$ cat src/hdl/sha512m_pkg.sv
package sha512m_pkg;

  localparam int unsigned WordW     = 64;
  localparam int unsigned NumRounds = 80;
  localparam int unsigned NumHash   = 8;
  localparam int unsigned WinDepth  = 16;
  // First round whose schedule window no longer has to produce a new word.
  localparam int unsigned LastExpand = NumRounds - WinDepth;

  // Padding of a 32-byte message: the marker bit right after the message
  // and the bit length in the last word.
  localparam logic [WordW-1:0] PadWord = 64'h8000000000000000;
  localparam logic [WordW-1:0] LenWord = 64'h0000000000000100;

  typedef logic [WordW-1:0] word_t;
  typedef logic [NumHash-1:0][WordW-1:0] hash_t;
  typedef logic [WinDepth-1:0][WordW-1:0] win_t;

  localparam word_t InitHash [NumHash] = '{
    64'h6a09e667f3bcc908, 64'hbb67ae8584caa73b, 64'h3c6ef372fe94f82b,
    64'ha54ff53a5f1d36f1, 64'h510e527fade682d1, 64'h9b05688c2b3e6c1f,
    64'h1f83d9abfb41bd6b, 64'h5be0cd19137e2179
  };

  localparam word_t RoundK [NumRounds] = '{
    64'h428a2f98d728ae22, 64'h7137449123ef65cd, 64'hb5c0fbcfec4d3b2f,
    64'he9b5dba58189dbbc, 64'h3956c25bf348b538, 64'h59f111f1b605d019,
    64'h923f82a4af194f9b, 64'hab1c5ed5da6d8118, 64'hd807aa98a3030242,
    64'h12835b0145706fbe, 64'h243185be4ee4b28c, 64'h550c7dc3d5ffb4e2,
    64'h72be5d74f27b896f, 64'h80deb1fe3b1696b1, 64'h9bdc06a725c71235,
    64'hc19bf174cf692694, 64'he49b69c19ef14ad2, 64'hefbe4786384f25e3,
    64'h0fc19dc68b8cd5b5, 64'h240ca1cc77ac9c65, 64'h2de92c6f592b0275,
    64'h4a7484aa6ea6e483, 64'h5cb0a9dcbd41fbd4, 64'h76f988da831153b5,
    64'h983e5152ee66dfab, 64'ha831c66d2db43210, 64'hb00327c898fb213f,
    64'hbf597fc7beef0ee4, 64'hc6e00bf33da88fc2, 64'hd5a79147930aa725,
    64'h06ca6351e003826f, 64'h142929670a0e6e70, 64'h27b70a8546d22ffc,
    64'h2e1b21385c26c926, 64'h4d2c6dfc5ac42aed, 64'h53380d139d95b3df,
    64'h650a73548baf63de, 64'h766a0abb3c77b2a8, 64'h81c2c92e47edaee6,
    64'h92722c851482353b, 64'ha2bfe8a14cf10364, 64'ha81a664bbc423001,
    64'hc24b8b70d0f89791, 64'hc76c51a30654be30, 64'hd192e819d6ef5218,
    64'hd69906245565a910, 64'hf40e35855771202a, 64'h106aa07032bbd1b8,
    64'h19a4c116b8d2d0c8, 64'h1e376c085141ab53, 64'h2748774cdf8eeb99,
    64'h34b0bcb5e19b48a8, 64'h391c0cb3c5c95a63, 64'h4ed8aa4ae3418acb,
    64'h5b9cca4f7763e373, 64'h682e6ff3d6b2b8a3, 64'h748f82ee5defb2fc,
    64'h78a5636f43172f60, 64'h84c87814a1f0ab72, 64'h8cc702081a6439ec,
    64'h90befffa23631e28, 64'ha4506cebde82bde9, 64'hbef9a3f7b2c67915,
    64'hc67178f2e372532b, 64'hca273eceea26619c, 64'hd186b8c721c0c207,
    64'heada7dd6cde0eb1e, 64'hf57d4f7fee6ed178, 64'h06f067aa72176fba,
    64'h0a637dc5a2c898a6, 64'h113f9804bef90dae, 64'h1b710b35131c471b,
    64'h28db77f523047d84, 64'h32caab7b40c72493, 64'h3c9ebe0a15c9bebc,
    64'h431d67c49c100d4c, 64'h4cc5d4becb3e42b6, 64'h597f299cfc657e2a,
    64'h5fcb6fab3ad6faec, 64'h6c44198c4a475817
  };

  function automatic word_t rotr(input word_t x, input int unsigned n);
    return (x >> n) | (x << (WordW - n));
  endfunction

  function automatic word_t big_sig0(input word_t x);
    return rotr(x, 28) ^ rotr(x, 34) ^ rotr(x, 39);
  endfunction

  function automatic word_t big_sig1(input word_t x);
    return rotr(x, 14) ^ rotr(x, 18) ^ rotr(x, 41);
  endfunction

  function automatic word_t small_sig0(input word_t x);
    return rotr(x, 1) ^ rotr(x, 8) ^ (x >> 7);
  endfunction

  function automatic word_t small_sig1(input word_t x);
    return rotr(x, 19) ^ rotr(x, 61) ^ (x >> 6);
  endfunction

endpackage

$ cat src/hdl/sha512m_final.sv
module sha512m_final
  import sha512m_pkg::*;
(
  input  logic  clk_i,
  input  logic  rst_ni,
  input  logic  en_i,
  input  logic  valid_i,
  input  hash_t state_i,
  output logic  valid_o,
  output hash_t digest_o
);

  logic  valid_q;
  hash_t digest_d, digest_q;

  // The initial hash value is added back in, word by word.
  always_comb begin
    for (int i = 0; i < NumHash; i++) begin
      digest_d[i] = state_i[i] + InitHash[i];
    end
  end

  always_ff @(posedge clk_i or negedge rst_ni) begin
    if (!rst_ni) begin
      valid_q <= 1'b0;
    end else if (en_i) begin
      valid_q <= valid_i;
    end
  end

  always_ff @(posedge clk_i) begin
    if (en_i) begin
      digest_q <= digest_d;
    end
  end

  assign valid_o  = valid_q;
  assign digest_o = digest_q;

endmodule

$ cat config.mk
export PLATFORM = sky130hd
export DESIGN_NAME = sha512m_final
export DESIGN_NICKNAME = d
export VERILOG_FILES = /design/src/hdl/sha512m_pkg.sv /design/src/hdl/sha512m_final.sv
export SDC_FILE = /design/constraint.sdc
export NUM_CORES = 1
export LEC_CHECK = 0
export BUFFER_PORTS_ARGS = -buffer_cell sky130_fd_sc_hd__clkbuf_2
export CAP_MARGIN = 25
export CORE_AREA = 2 2 406 408
export CTS_CLUSTER_SIZE = 14
export DETAILED_ROUTE_END_ITERATION = 10
export DIE_AREA = 0 0 408 410
export MAX_ROUTING_LAYER = met4
export PLACE_DENSITY_LB_ADDON = 0.05
export SLEW_MARGIN = 25
export SYNTH_ARGS = -nofsm -noshare
export SYNTH_HDL_FRONTEND = slang
export SYNTH_SLANG_ARGS = --single-unit
$ cat constraint.sdc
create_clock -name clk_i -period 0.8 [get_ports clk_i]
set_clock_uncertainty 0.05 [all_clocks]
set_input_delay 0.16 -clock clk_i [delete_from_list [all_inputs] [get_ports clk_i]]
set_output_delay 0.16 -clock clk_i [all_outputs]
set_load 0.1 [all_outputs]
# ---- Word-level counts from Yosys, hierarchy flattened
# Index checks and enable logic that the tools add are counted.
dict set report word_totals {
  regBits 513
  input_bits 516
  output_inout_bits 513
  word_cells 17
}
dict set report classes {
  add_sub_neg 8
}
# operator count
set ops {}
lappend ops {{64-bit by 63-bit adder with 64-bit output (second input constant)} 3}
lappend ops {{64-bit adder (second input constant)} 3}
lappend ops {{64-bit by 61-bit adder with 64-bit output (second input constant)} 1}
lappend ops {{64-bit by 62-bit adder with 64-bit output (second input constant)} 1}

# ---- Longest topological paths before layout
# Gate-level depths: netlist (run 1).
dict set report depth {
  depth_word 1
  mapped_depth 11
  depth_no_buf 11
}

# ---- Worst setup path after synthesis (run 1)
# No wires, ideal clock.
dict set report synth_timing {
  kind {input to register}
  start {input state_i[320] (netlist bit)}
  end {register digest_q (netlist bit digest_o[380]) (data pin)}
  setup_time_ns 0.266
  arrival_ns 2.440
  required_ns 0.484
  setup_slack_ns -1.955
  stages 11
  path_buffers 0
  path_cell_list {inv_1 ha_1 or4b_4 a311oi_2 o31ai_1 nor3_2 o31ai_2 a21bo_2 nor4b_1 o41ai_1 nand2_1}
}
# item line_no
set synth_lines {}
lappend synth_lines {{from (decl)} sha512m_final.sv:8} ;# input hash_t state_i,
lappend synth_lines {{to (signal assigned)} sha512m_final.sv:33} ;# digest_q <= digest_d;
lappend synth_lines {{to (decl)} sha512m_final.sv:14} ;# hash_t digest_d, digest_q;

==> metrics.cfg, run 1 <==
[global_route]
grt_max_degree = 39
overflow = 0
grt_pass1_wl_mm = 214
grt_use_total_pct = 18.1
antenna_found_initial = 61
grt_pass1_vias = 31200

[finish]
layout_common_cells = buf_4, buf_12, edfxtp_1, dlygate4sd3_1, clkbuf_2
final_common_cell = buf_4
drive_gt1_share_pct = 56.5
fin_util_pct = 38.9
area_growth_syn_to_layout_pct = 138
final_area_um2 = 63500
fill_cells = 16000
layout.nets = 5564

[detailed_routing]
initialDrtViolationCount = 905
drtPass1Iterations = 4
antenna_left = 0
via_count = 29100
wire_per_inst_um = 20.5
routed_wl_mm = 151
viasPerCell = 3.96
drc = 0

[min_path]
whs_endpoint = digest_o[386]$_DFFE_PP_
hp-start = state_i[386]
hold_path.class = input pin to flop
whs_path_depth = 2

[setup_path]
worstPathRequired_ns = 1.15
worst_path_most_repeated_cell = or3_4
worst_setup_path_end_kind = flop
cpPeakStageDelay_ns = 0.43
cp_max_fo = 2
rr_worst_depth = 1
rrSetupSlack_ns = -0.03
cp.arrival_ns = 2.59
crit_family = compound AO/OA/AOI/OAI gates
crit_cells = 10
r2r-end = valid_o$_DFFE_PN0P_
cp-start-kind = input pin
worst-path-buf-inv = 1
crit_type = input pin to flop
path_cells = buf_6, or3_4, or3_4, a21o_4, a221o_1, a31o_4, a41o_1, o21ba_4, o21ai_2, xor2_1
r2r_start = valid_o$_DFFE_PN0P_
slowest_stage = a221o_1

[sta]
tightest_slew_ns = 0.668
finalHoldViolCount = 31
final-setup-viol-count = 1501
fmax_mhz = 446
postLayoutSetupSlackWorst_ns = -1.44
maxSlewHeadroom_pct = 55.4
hold_ws_ns = -0.195
rsz0062_at_grt = true
slew_violations = 0
period_share_pct = 281
period_minus_slack_ns = 2.24

[pwr]
power.total_mw = 119
power.density_nw_per_um2 = 1870
p_leak_nw = 26.3
max-vdd-ir-drop_uv = 1260

[place]
gp_congestion = 0.838
dp_hpwl_mm = 123
io_buffers = 1028
placed_cell_area_um2 = 51700

[cts]
cts_max_level = 3
clock_latency_ns = 0.65
cts_buffers = 75
clockBufferDepth = 3
clkTransAtPathRegs_ns = 0.06
cts.sinks = 513
clockRootBuffer = clkbuf_16
tritoncts = built

[die]
io_pins = 1029
dieArea_um2 = 167000
die_height_um = 410
rows = 149
initial_utilization_pct = 16.3
die_w_um = 408
core_um2 = 163000

[yosys]
ys_seq_area_share_pct = 57.7
synthArstFlopShare_pct = 0.195
synth-main-ff-cell = edfxtp_1
synth_edf_count = 512
syn_nets = 2835
ys.warnings.count = 0
syn-cell-area_um2 = 26700
syn_avg_cell_area_um2 = 11.5
syn_inst = 2311
ys_seq_elements = 513
synthDistinctLibCells = 85

[status]
outcome = finished, violations left
violations = hold timing, setup timing

[flow_run]
maxCapViolCount = 0

-- per-layer routing --
layer | track usage, % | wire length, um | vias up | share of wire (%)
li1 | - | - | 14200 | -
met1 | 18.0 | 54600 | 14000 | 36
met2 | 30.7 | 76400 | 777 | 51
met4 | 8.71 | 6560 | 0 | 4.3
met5 | - | 0 | - | 0
met3 | 7.33 | 13400 | 201 | 8.8
-- final cells by class --
| type | instances | area [um^2] | share of cell area, % |
|---|---|---|---|
| Antenna cell | 55 | 138 | 0.217 |
| Clock buffer | 93 | 1990 | 3.13 |
| Clock inverter | 45 | 502 | 0.790 |
| Inverter | 53 | 267 | 0.419 |
| Multi-Input combinational cell | 1723 | 15000 | 23.6 |
| Sequential cell | 513 | 15400 | 24.2 |
| Tap cell | 2189 | 2740 | 4.31 |
| Timing Repair Buffer | 2674 | 27500 | 43.3 |
-- kinds of logic (layout without fill, tap and decap cells) --
logic type,Yosys count,in the layout,share of synthesized area [%]
buffers and inverters,75,2865,1.06
xor gates and xnor gates,428,428,14.0
other,0,55,0
muxes,1,1,0.0422
AOI/OAI and AO/OA,450,450,11.3
adders and majority gates,8,8,0.375
DFF,513,513,57.7
and+or+nand+nor,836,836,15.5
-- state kept, by name (all words and copies together) (netlist names) --
signal / flops
digest_o: 512
valid_o: 1
-- power by group --
part | switching, mW | internal, mW
clock network | 13.8 | 20.9
registers | 2.29 | 33.2
logic | 29.8 | 19.2
total | 45.8 | 73.3
-- per-stage QoR --
step / TNS, ns / cells / setup WS, ns / hold slack, ns
after floorplan: -619.06 / 2311 / -1.85 / -0.186
after global placement: -870.20 / 6523 / -2.62 / -0.114
after detailed placement: -866.69 / 6523 / -2.57 / -0.112
after CTS: -943.29 / 7223 / -1.38 / -0.280
after global routing: -990.66 / 7345 / -1.45 / -0.228
final: -932.54 / 7345 / -1.44 / -0.195
-- worst max-delay path by stage --
stage / startpoint / endpoint / slack, ns
6_report: state_i[216] / digest_o[255]$_DFFE_PP_ / -1.44
5_1_grt: state_i[216] / digest_o[254]$_DFFE_PP_ / -1.45
4_1_cts: state_i[217] / digest_o[255]$_DFFE_PP_ / -1.38
3_5_place_dp: state_i[211] / digest_o[220]$_DFFE_PP_ / -2.57
3_3_place_gp: state_i[211] / digest_o[220]$_DFFE_PP_ / -2.62
2_1_floorplan: state_i[320] / digest_o[380]$_DFFE_PP_ / -1.85
-- synth_stat cells (all sizes together) (25+ instances only) --
| master | n | area share, % |
|---|---|---|
| nor2 | 210 | 3.0 |
| nand2 | 232 | 3.3 |
| or3 | 28 | 0.66 |
| nand2b | 33 | 0.78 |
| nand4 | 29 | 0.68 |
| inv | 53 | 0.75 |
| o21ai | 113 | 2.1 |
| xor2 | 190 | 6.2 |
| nand3 | 56 | 1.1 |
| edfxtp | 512 | 58 |
| nor4 | 34 | 0.82 |
| a21oi | 112 | 2.1 |
| xnor2 | 238 | 7.8 |
| o31ai | 26 | 0.77 |
| nor3 | 62 | 1.2 |
| and2 | 25 | 0.59 |
-- repair_timing --
item / in CTS / in global routing
endpoints found under the hold margin: 526 / 54
setup buffers: 90 / 90
pin swaps: 180 / 192
gates resized for setup: 333 / 329
endpoints found under the setup margin: 947 / 1502
gates cloned: 0 / 0
hold buffers: 480 / 13
(Power assumes the default switching activity.)
==> run 2, diff against run 1 <==
--- a/config.mk
+++ b/config.mk
@@ -13,6 +13,7 @@
 export DIE_AREA = 0 0 408 410
 export MAX_ROUTING_LAYER = met4
 export PLACE_DENSITY_LB_ADDON = 0.05
+export RECOVER_POWER = 50
 export SLEW_MARGIN = 25
 export SYNTH_ARGS = -nofsm -noshare
 export SYNTH_HDL_FRONTEND = slang
==> run 2 against run 1 <==
  * Hold slack is essentially flat
  * The flow still finishes with violations (hold timing, setup timing)
  * Cell count unchanged
  * Combinational power hardly changed
  * Highest routed layer unchanged
  * Critical path depth stayed put
  * Die area unchanged
==> metrics.cfg, run 2 (synthesized netlist as in run 1, its figures left out) <==
[global_route]
antenna_found_initial = 61
grt_max_degree = 39
grt_pass1_wl_mm = 214
overflow = 0
grt_use_total_pct = 18.1
grt_pass1_vias = 31200

[pwr]
max-vdd-ir-drop_uv = 1260
switchingPower_mw = 45.9
comb_power_share_pct = 41.1
seq_power_share_pct = 29.8
power.density_nw_per_um2 = 1880
swShare_pct = 38.5
p_leak_nw = 26.2
p_int_mw = 73.3
clkPwrFrac_pct = 29.1

[detailed_routing]
drtPass1Iterations = 4
drc = 0
routed_wl_mm = 151
wire_per_inst_um = 20.6
initialDrtViolationCount = 890
antenna_left = 0
viasPerCell = 3.96
via_count = 29100

[status]
outcome = finished, violations left
violations = hold timing, setup timing

[cts]
cts_max_level = 3
tritoncts = built
clkTransAtPathRegs_ns = 0.06
cts.sinks = 513
clockBufferDepth = 3
cts_buffers = 75
clockRootBuffer = clkbuf_16
clock_latency_ns = 0.65

[die]
rows = 149
io_pins = 1029
dieArea_um2 = 167000
die_height_um = 410
die_w_um = 408
initial_utilization_pct = 16.3
core_um2 = 163000

[setup_path]
worstPathRequired_ns = 1.15
crit_type = input pin to flop
r2r_start = valid_o$_DFFE_PN0P_
cp_max_fo = 2
critPathLaunch = state_i[216]
worst_setup_path_end_kind = flop
cp.arrival_ns = 2.59
cp-start-kind = input pin

[finish]
layout.nets = 5564
fill_cells = 16100
final_common_cell = buf_4
layout_common_cells = buf_4, buf_12, edfxtp_1, dlygate4sd3_1, clkbuf_2
drive_gt1_share_pct = 56.3
final_area_um2 = 63500
area_growth_syn_to_layout_pct = 138
largest_register_ffs = 512

[sta]
rsz0062_at_grt = true
period_minus_slack_ns = 2.24
slew_violations = 0
hold_ws_ns = -0.194
finalHoldViolCount = 30
period_share_pct = 280
maxSlewHeadroom_pct = 55.4
tightest_slew_ns = 0.668
final-setup-viol-count = 1505
fmax_mhz = 446
postLayoutSetupSlackWorst_ns = -1.44

[place]
place_ws_ns = -2.57
dp_hpwl_mm = 123
io_buffers = 1028
placed_cell_area_um2 = 51700
gp_congestion = 0.838

[flow_run]
maxCapViolCount = 0

[min_path]
hp-start = state_i[386]
hold_path.class = input pin to flop

-- run 2: worst max-delay path, stage by stage --
cell	delay (ns)
buf_6	0.09
or3_4	0.39
or3_4	0.39
a21o_4	0.23
a221o_1	0.43
a31o_4	0.28
a41o_1	0.22
o21ba_4	0.22
o21ai_2	0.11
xor2_1	0.07
-- run 2: area by class of cell --
cell class	count	area [um^2]	area share [%]
Inverter	53	267	0.420
Clock inverter	45	502	0.790
Multi-Input combinational cell	1723	15000	23.6
Clock buffer	93	1990	3.13
Tap cell	2189	2740	4.31
Sequential cell	513	15400	24.3
Antenna cell	55	138	0.217
Timing Repair Buffer	2674	27500	43.2
-- run 2: power by group through the flow --
stage | Sequential, mW | Clock [mW] | Combinational [mW]
global route | 35.8 | 37.1 | 50.7
detailed placement | 36.1 | 0 | 45.4
CTS | 35.6 | 36.1 | 48.4
global placement | 36.0 | 0 | 45.5
finish | 35.5 | 34.7 | 48.9
floorplan | 54.3 | 0 | 4.66
-- run 2: layer usage --
| metal | GRT usage [%] | part of all wire, % | wire (um) | vias to the layer above |
|---|---|---|---|---|
| met5 | - | 0 | 0 | - |
| met4 | 8.71 | 4.3 | 6570 | 0 |
| met3 | 7.33 | 8.8 | 13300 | 201 |
| met2 | 30.7 | 51 | 76400 | 767 |
| met1 | 18.0 | 36 | 54700 | 14000 |
| li1 | - | - | - | 14200 |
-- run 2: final timing paths --
kind	end	slack [ns]	cells after the start
min	digest_o[386]$_DFFE_PP_	-0.19	2
min in group asynchronous	valid_o$_DFFE_PN0P_	0.29	3
min reg2reg	valid_o$_DFFE_PN0P_	0.53	1
max	digest_o[255]$_DFFE_PP_	-1.44	10
max in group asynchronous	valid_o$_DFFE_PN0P_	0.31	3
max reg2reg	valid_o$_DFFE_PN0P_	-0.03	1
-- run 2: what timing repair did --
action / in CTS / in global routing
setup buffers: 90 / 90
hold buffers: 480 / 13
endpoints found under the hold margin: 526 / 54
pin swaps: 180 / 192
setup endpoints to repair: 947 / 1502
resized for setup: 333 / 329
-- run 2: stage by stage --
step | std cells | setup TNS (ns) | util (%) | power [mW] | hold slack, ns
after CTS | 7223 | -943.29 | 37.5 | 120 | -0.280
final | 7345 | -951.06 | 38.8 | 119 | -0.194
after global routing | 7345 | -1012.24 | 38.8 | 124 | -0.228
after detailed placement | 6523 | -866.69 | 31.6 | 81.5 | -0.112
after floorplan | 2311 | -619.06 | - | 58.9 | -0.186
after global placement | 6523 | -870.20 | 31.6 | 81.6 | -0.114
==> run 3, diff against run 2 <==
==> constraint.sdc (replaced) <==
create_clock -name clk_i -period 2.6 [get_ports clk_i]
set_clock_uncertainty 0.05 [all_clocks]
set_input_delay 0.52 -clock clk_i [delete_from_list [all_inputs] [get_ports clk_i]]
set_output_delay 0.52 -clock clk_i [all_outputs]
set_load 0.1 [all_outputs]
==> run 3 against run 2 <==
  * The flow finishes with violations (capacitance limit, slew limit, setup timing)
  * Clock-buffer cell count is 5 lower
  * Critical path depth is 1 higher
  * Register-to-register slack better by 1.8 ns
  * Sequential power is 70% lower
  * Flip-flop and latch count stayed put
  * Die area stayed put
  * Power is 73% lower
  * Via count is 13% lower
  * Critical path type unchanged
  * Critical endpoint is now digest_o[63]$_DFFE_PP_
==> metrics.cfg, run 3 (synthesized netlist as in run 1, its figures left out) <==
[cts]
clock_latency_ns = 0.66
cts_max_level = 3
cts_buffers = 76
cts.sinks = 513
clockRootBuffer = clkbuf_16
clkTransAtPathRegs_ns = 0.06
clockBufferDepth = 3
tritoncts = built

[global_route]
overflow = 0
grt_max_degree = 81
grt_use_total_pct = 16.6
grt_pass1_wl_mm = 195
grt_pass1_vias = 26800
antenna_found_initial = 50

[setup_path]
rr_worst_depth = 1
worstPathRequired_ns = 2.95
cp_max_fo = 3
crit_type = input pin to flop
worst_setup_path_end_kind = flop
cp.arrival_ns = 2.97
cp-start-kind = input pin

[pwr]
power.density_nw_per_um2 = 729
max-vdd-ir-drop_uv = 425
p_leak_nw = 18.3

[die]
core_um2 = 163000
die_height_um = 410
die_w_um = 408
initial_utilization_pct = 16.3
dieArea_um2 = 167000
rows = 149
io_pins = 1029

[min_path]
whs_path_depth = 2
hold_path.class = input pin to flop

[detailed_routing]
wire_per_inst_um = 21.5
drtPass1Iterations = 7
viasPerCell = 3.90
antenna_left = 0
drc = 0
initialDrtViolationCount = 1178
routed_wl_mm = 139
via_count = 25200

[place]
dp_hpwl_mm = 119
dp_cells = 6269
io_buffers = 1028
gp_congestion = 0.835
place_ws_ns = -0.986

[sta]
fmax_mhz = 381
maxSlewHeadroom_pct = -36.1
slew_violations = 18
tightest_slew_ns = 2.04
postLayoutSetupSlackWorst_ns = -0.0239
period_minus_slack_ns = 2.62
period_share_pct = 101
rsz0062_at_grt = true
final-setup-viol-count = 2
finalHoldViolCount = 0

[finish]
drive_gt1_share_pct = 47.4
largest_register_ffs = 512
fin_util_pct = 26.6
fin_cells = 6464
layout_common_cells = clkbuf_2, buf_4, edfxtp_1, xnor2_1, nand2_1
area_growth_syn_to_layout_pct = 62.8
layout.nets = 4691
final_common_cell = clkbuf_2

[flow_run]
maxCapViolCount = 1

[status]
outcome = finished, violations left
violations = capacitance limit, slew limit, setup timing

==> run 3: path summary, 6_finish.rpt <==
path | start | endpoint | slack (ns)
min | state_i[446] | digest_o[446]$_DFFE_PP_ | 0.11
max | state_i[21] | digest_o[63]$_DFFE_PP_ | -0.02
min reg2reg | valid_o$_DFFE_PN0P_ | valid_o$_DFFE_PN0P_ | 0.46
min in group asynchronous | rst_ni | valid_o$_DFFE_PN0P_ | 0.12
max in group asynchronous | rst_ni | valid_o$_DFFE_PN0P_ | 2.29
max reg2reg | valid_o$_DFFE_PN0P_ | valid_o$_DFFE_PN0P_ | 1.81
==> run 3: final cells by class <==
| type | count | area (um^2) |
|---|---|---|
| fillers | 17800 | 120000 |
| diodes | 49 | 123 |
| repair buffers | 1800 | 10900 |
| multi-input cells | 1723 | 11600 |
| well taps | 2189 | 2740 |
| clock buffers | 88 | 1970 |
| flip-flops and latches | 513 | 15400 |
| inverters | 53 | 214 |
| clock inverters | 49 | 482 |
==> run 3: layer usage <==
layer  routed length [um]  track usage, %  up-vias  part of all wire, %
li1                     -               -    12400                    -
met1                56000            18.4    12000                   40
met2                69400            28.6      675                   50
met3                11400            6.14      118                  8.2
met4                 2330            3.45        0                  1.7
met5                    0               -        -                    0
==> run 3: critical path, cell delays in order <==
cell and delay [ns]:
clkbuf_2 0.09, or4_4 0.60, nor3_2 0.13, o31a_1 0.34, buf_6 0.16, o21bai_4 0.07, a311oi_4 0.33, o21bai_2 0.14
a2111oi_4 0.31, o31ai_2 0.12, xor2_1 0.15
==> run 3: through the flow <==
step	power [mW]	hold WS (ns)	instance area [um^2]	TNS (ns)
after floorplan	18.0	0.174	27200	-8.20
after global placement	21.5	0.246	40800	-104.31
after detailed placement	21.5	0.246	40800	-102.80
after CTS	32.4	0.0217	43400	-0.0693
after global routing	33.0	0.0524	43400	-2.02
final	31.7	0.111	43400	-0.0386
==> run 3: what timing repair did <==
action / 4_1_cts / 5_1_grt
cloned: 0 / 0
hold buffers: 8 / 0
setup endpoints to repair: 3 / 21
endpoints found under the hold margin: 8 / 0
resized for setup: 10 / 21
pin swaps: 10 / 10
buffers inserted: 1 / 1
==> run 3: where the power goes <==
part	switching (mW)	leakage (nW)	internal [mW]	total (mW)
Clock	4.35	1.19	6.14	10.5
Sequential	0.316	5.02	10.2	10.5
Combinational	8.54	12.1	2.16	10.7
Total	13.2	18.3	18.5	31.7
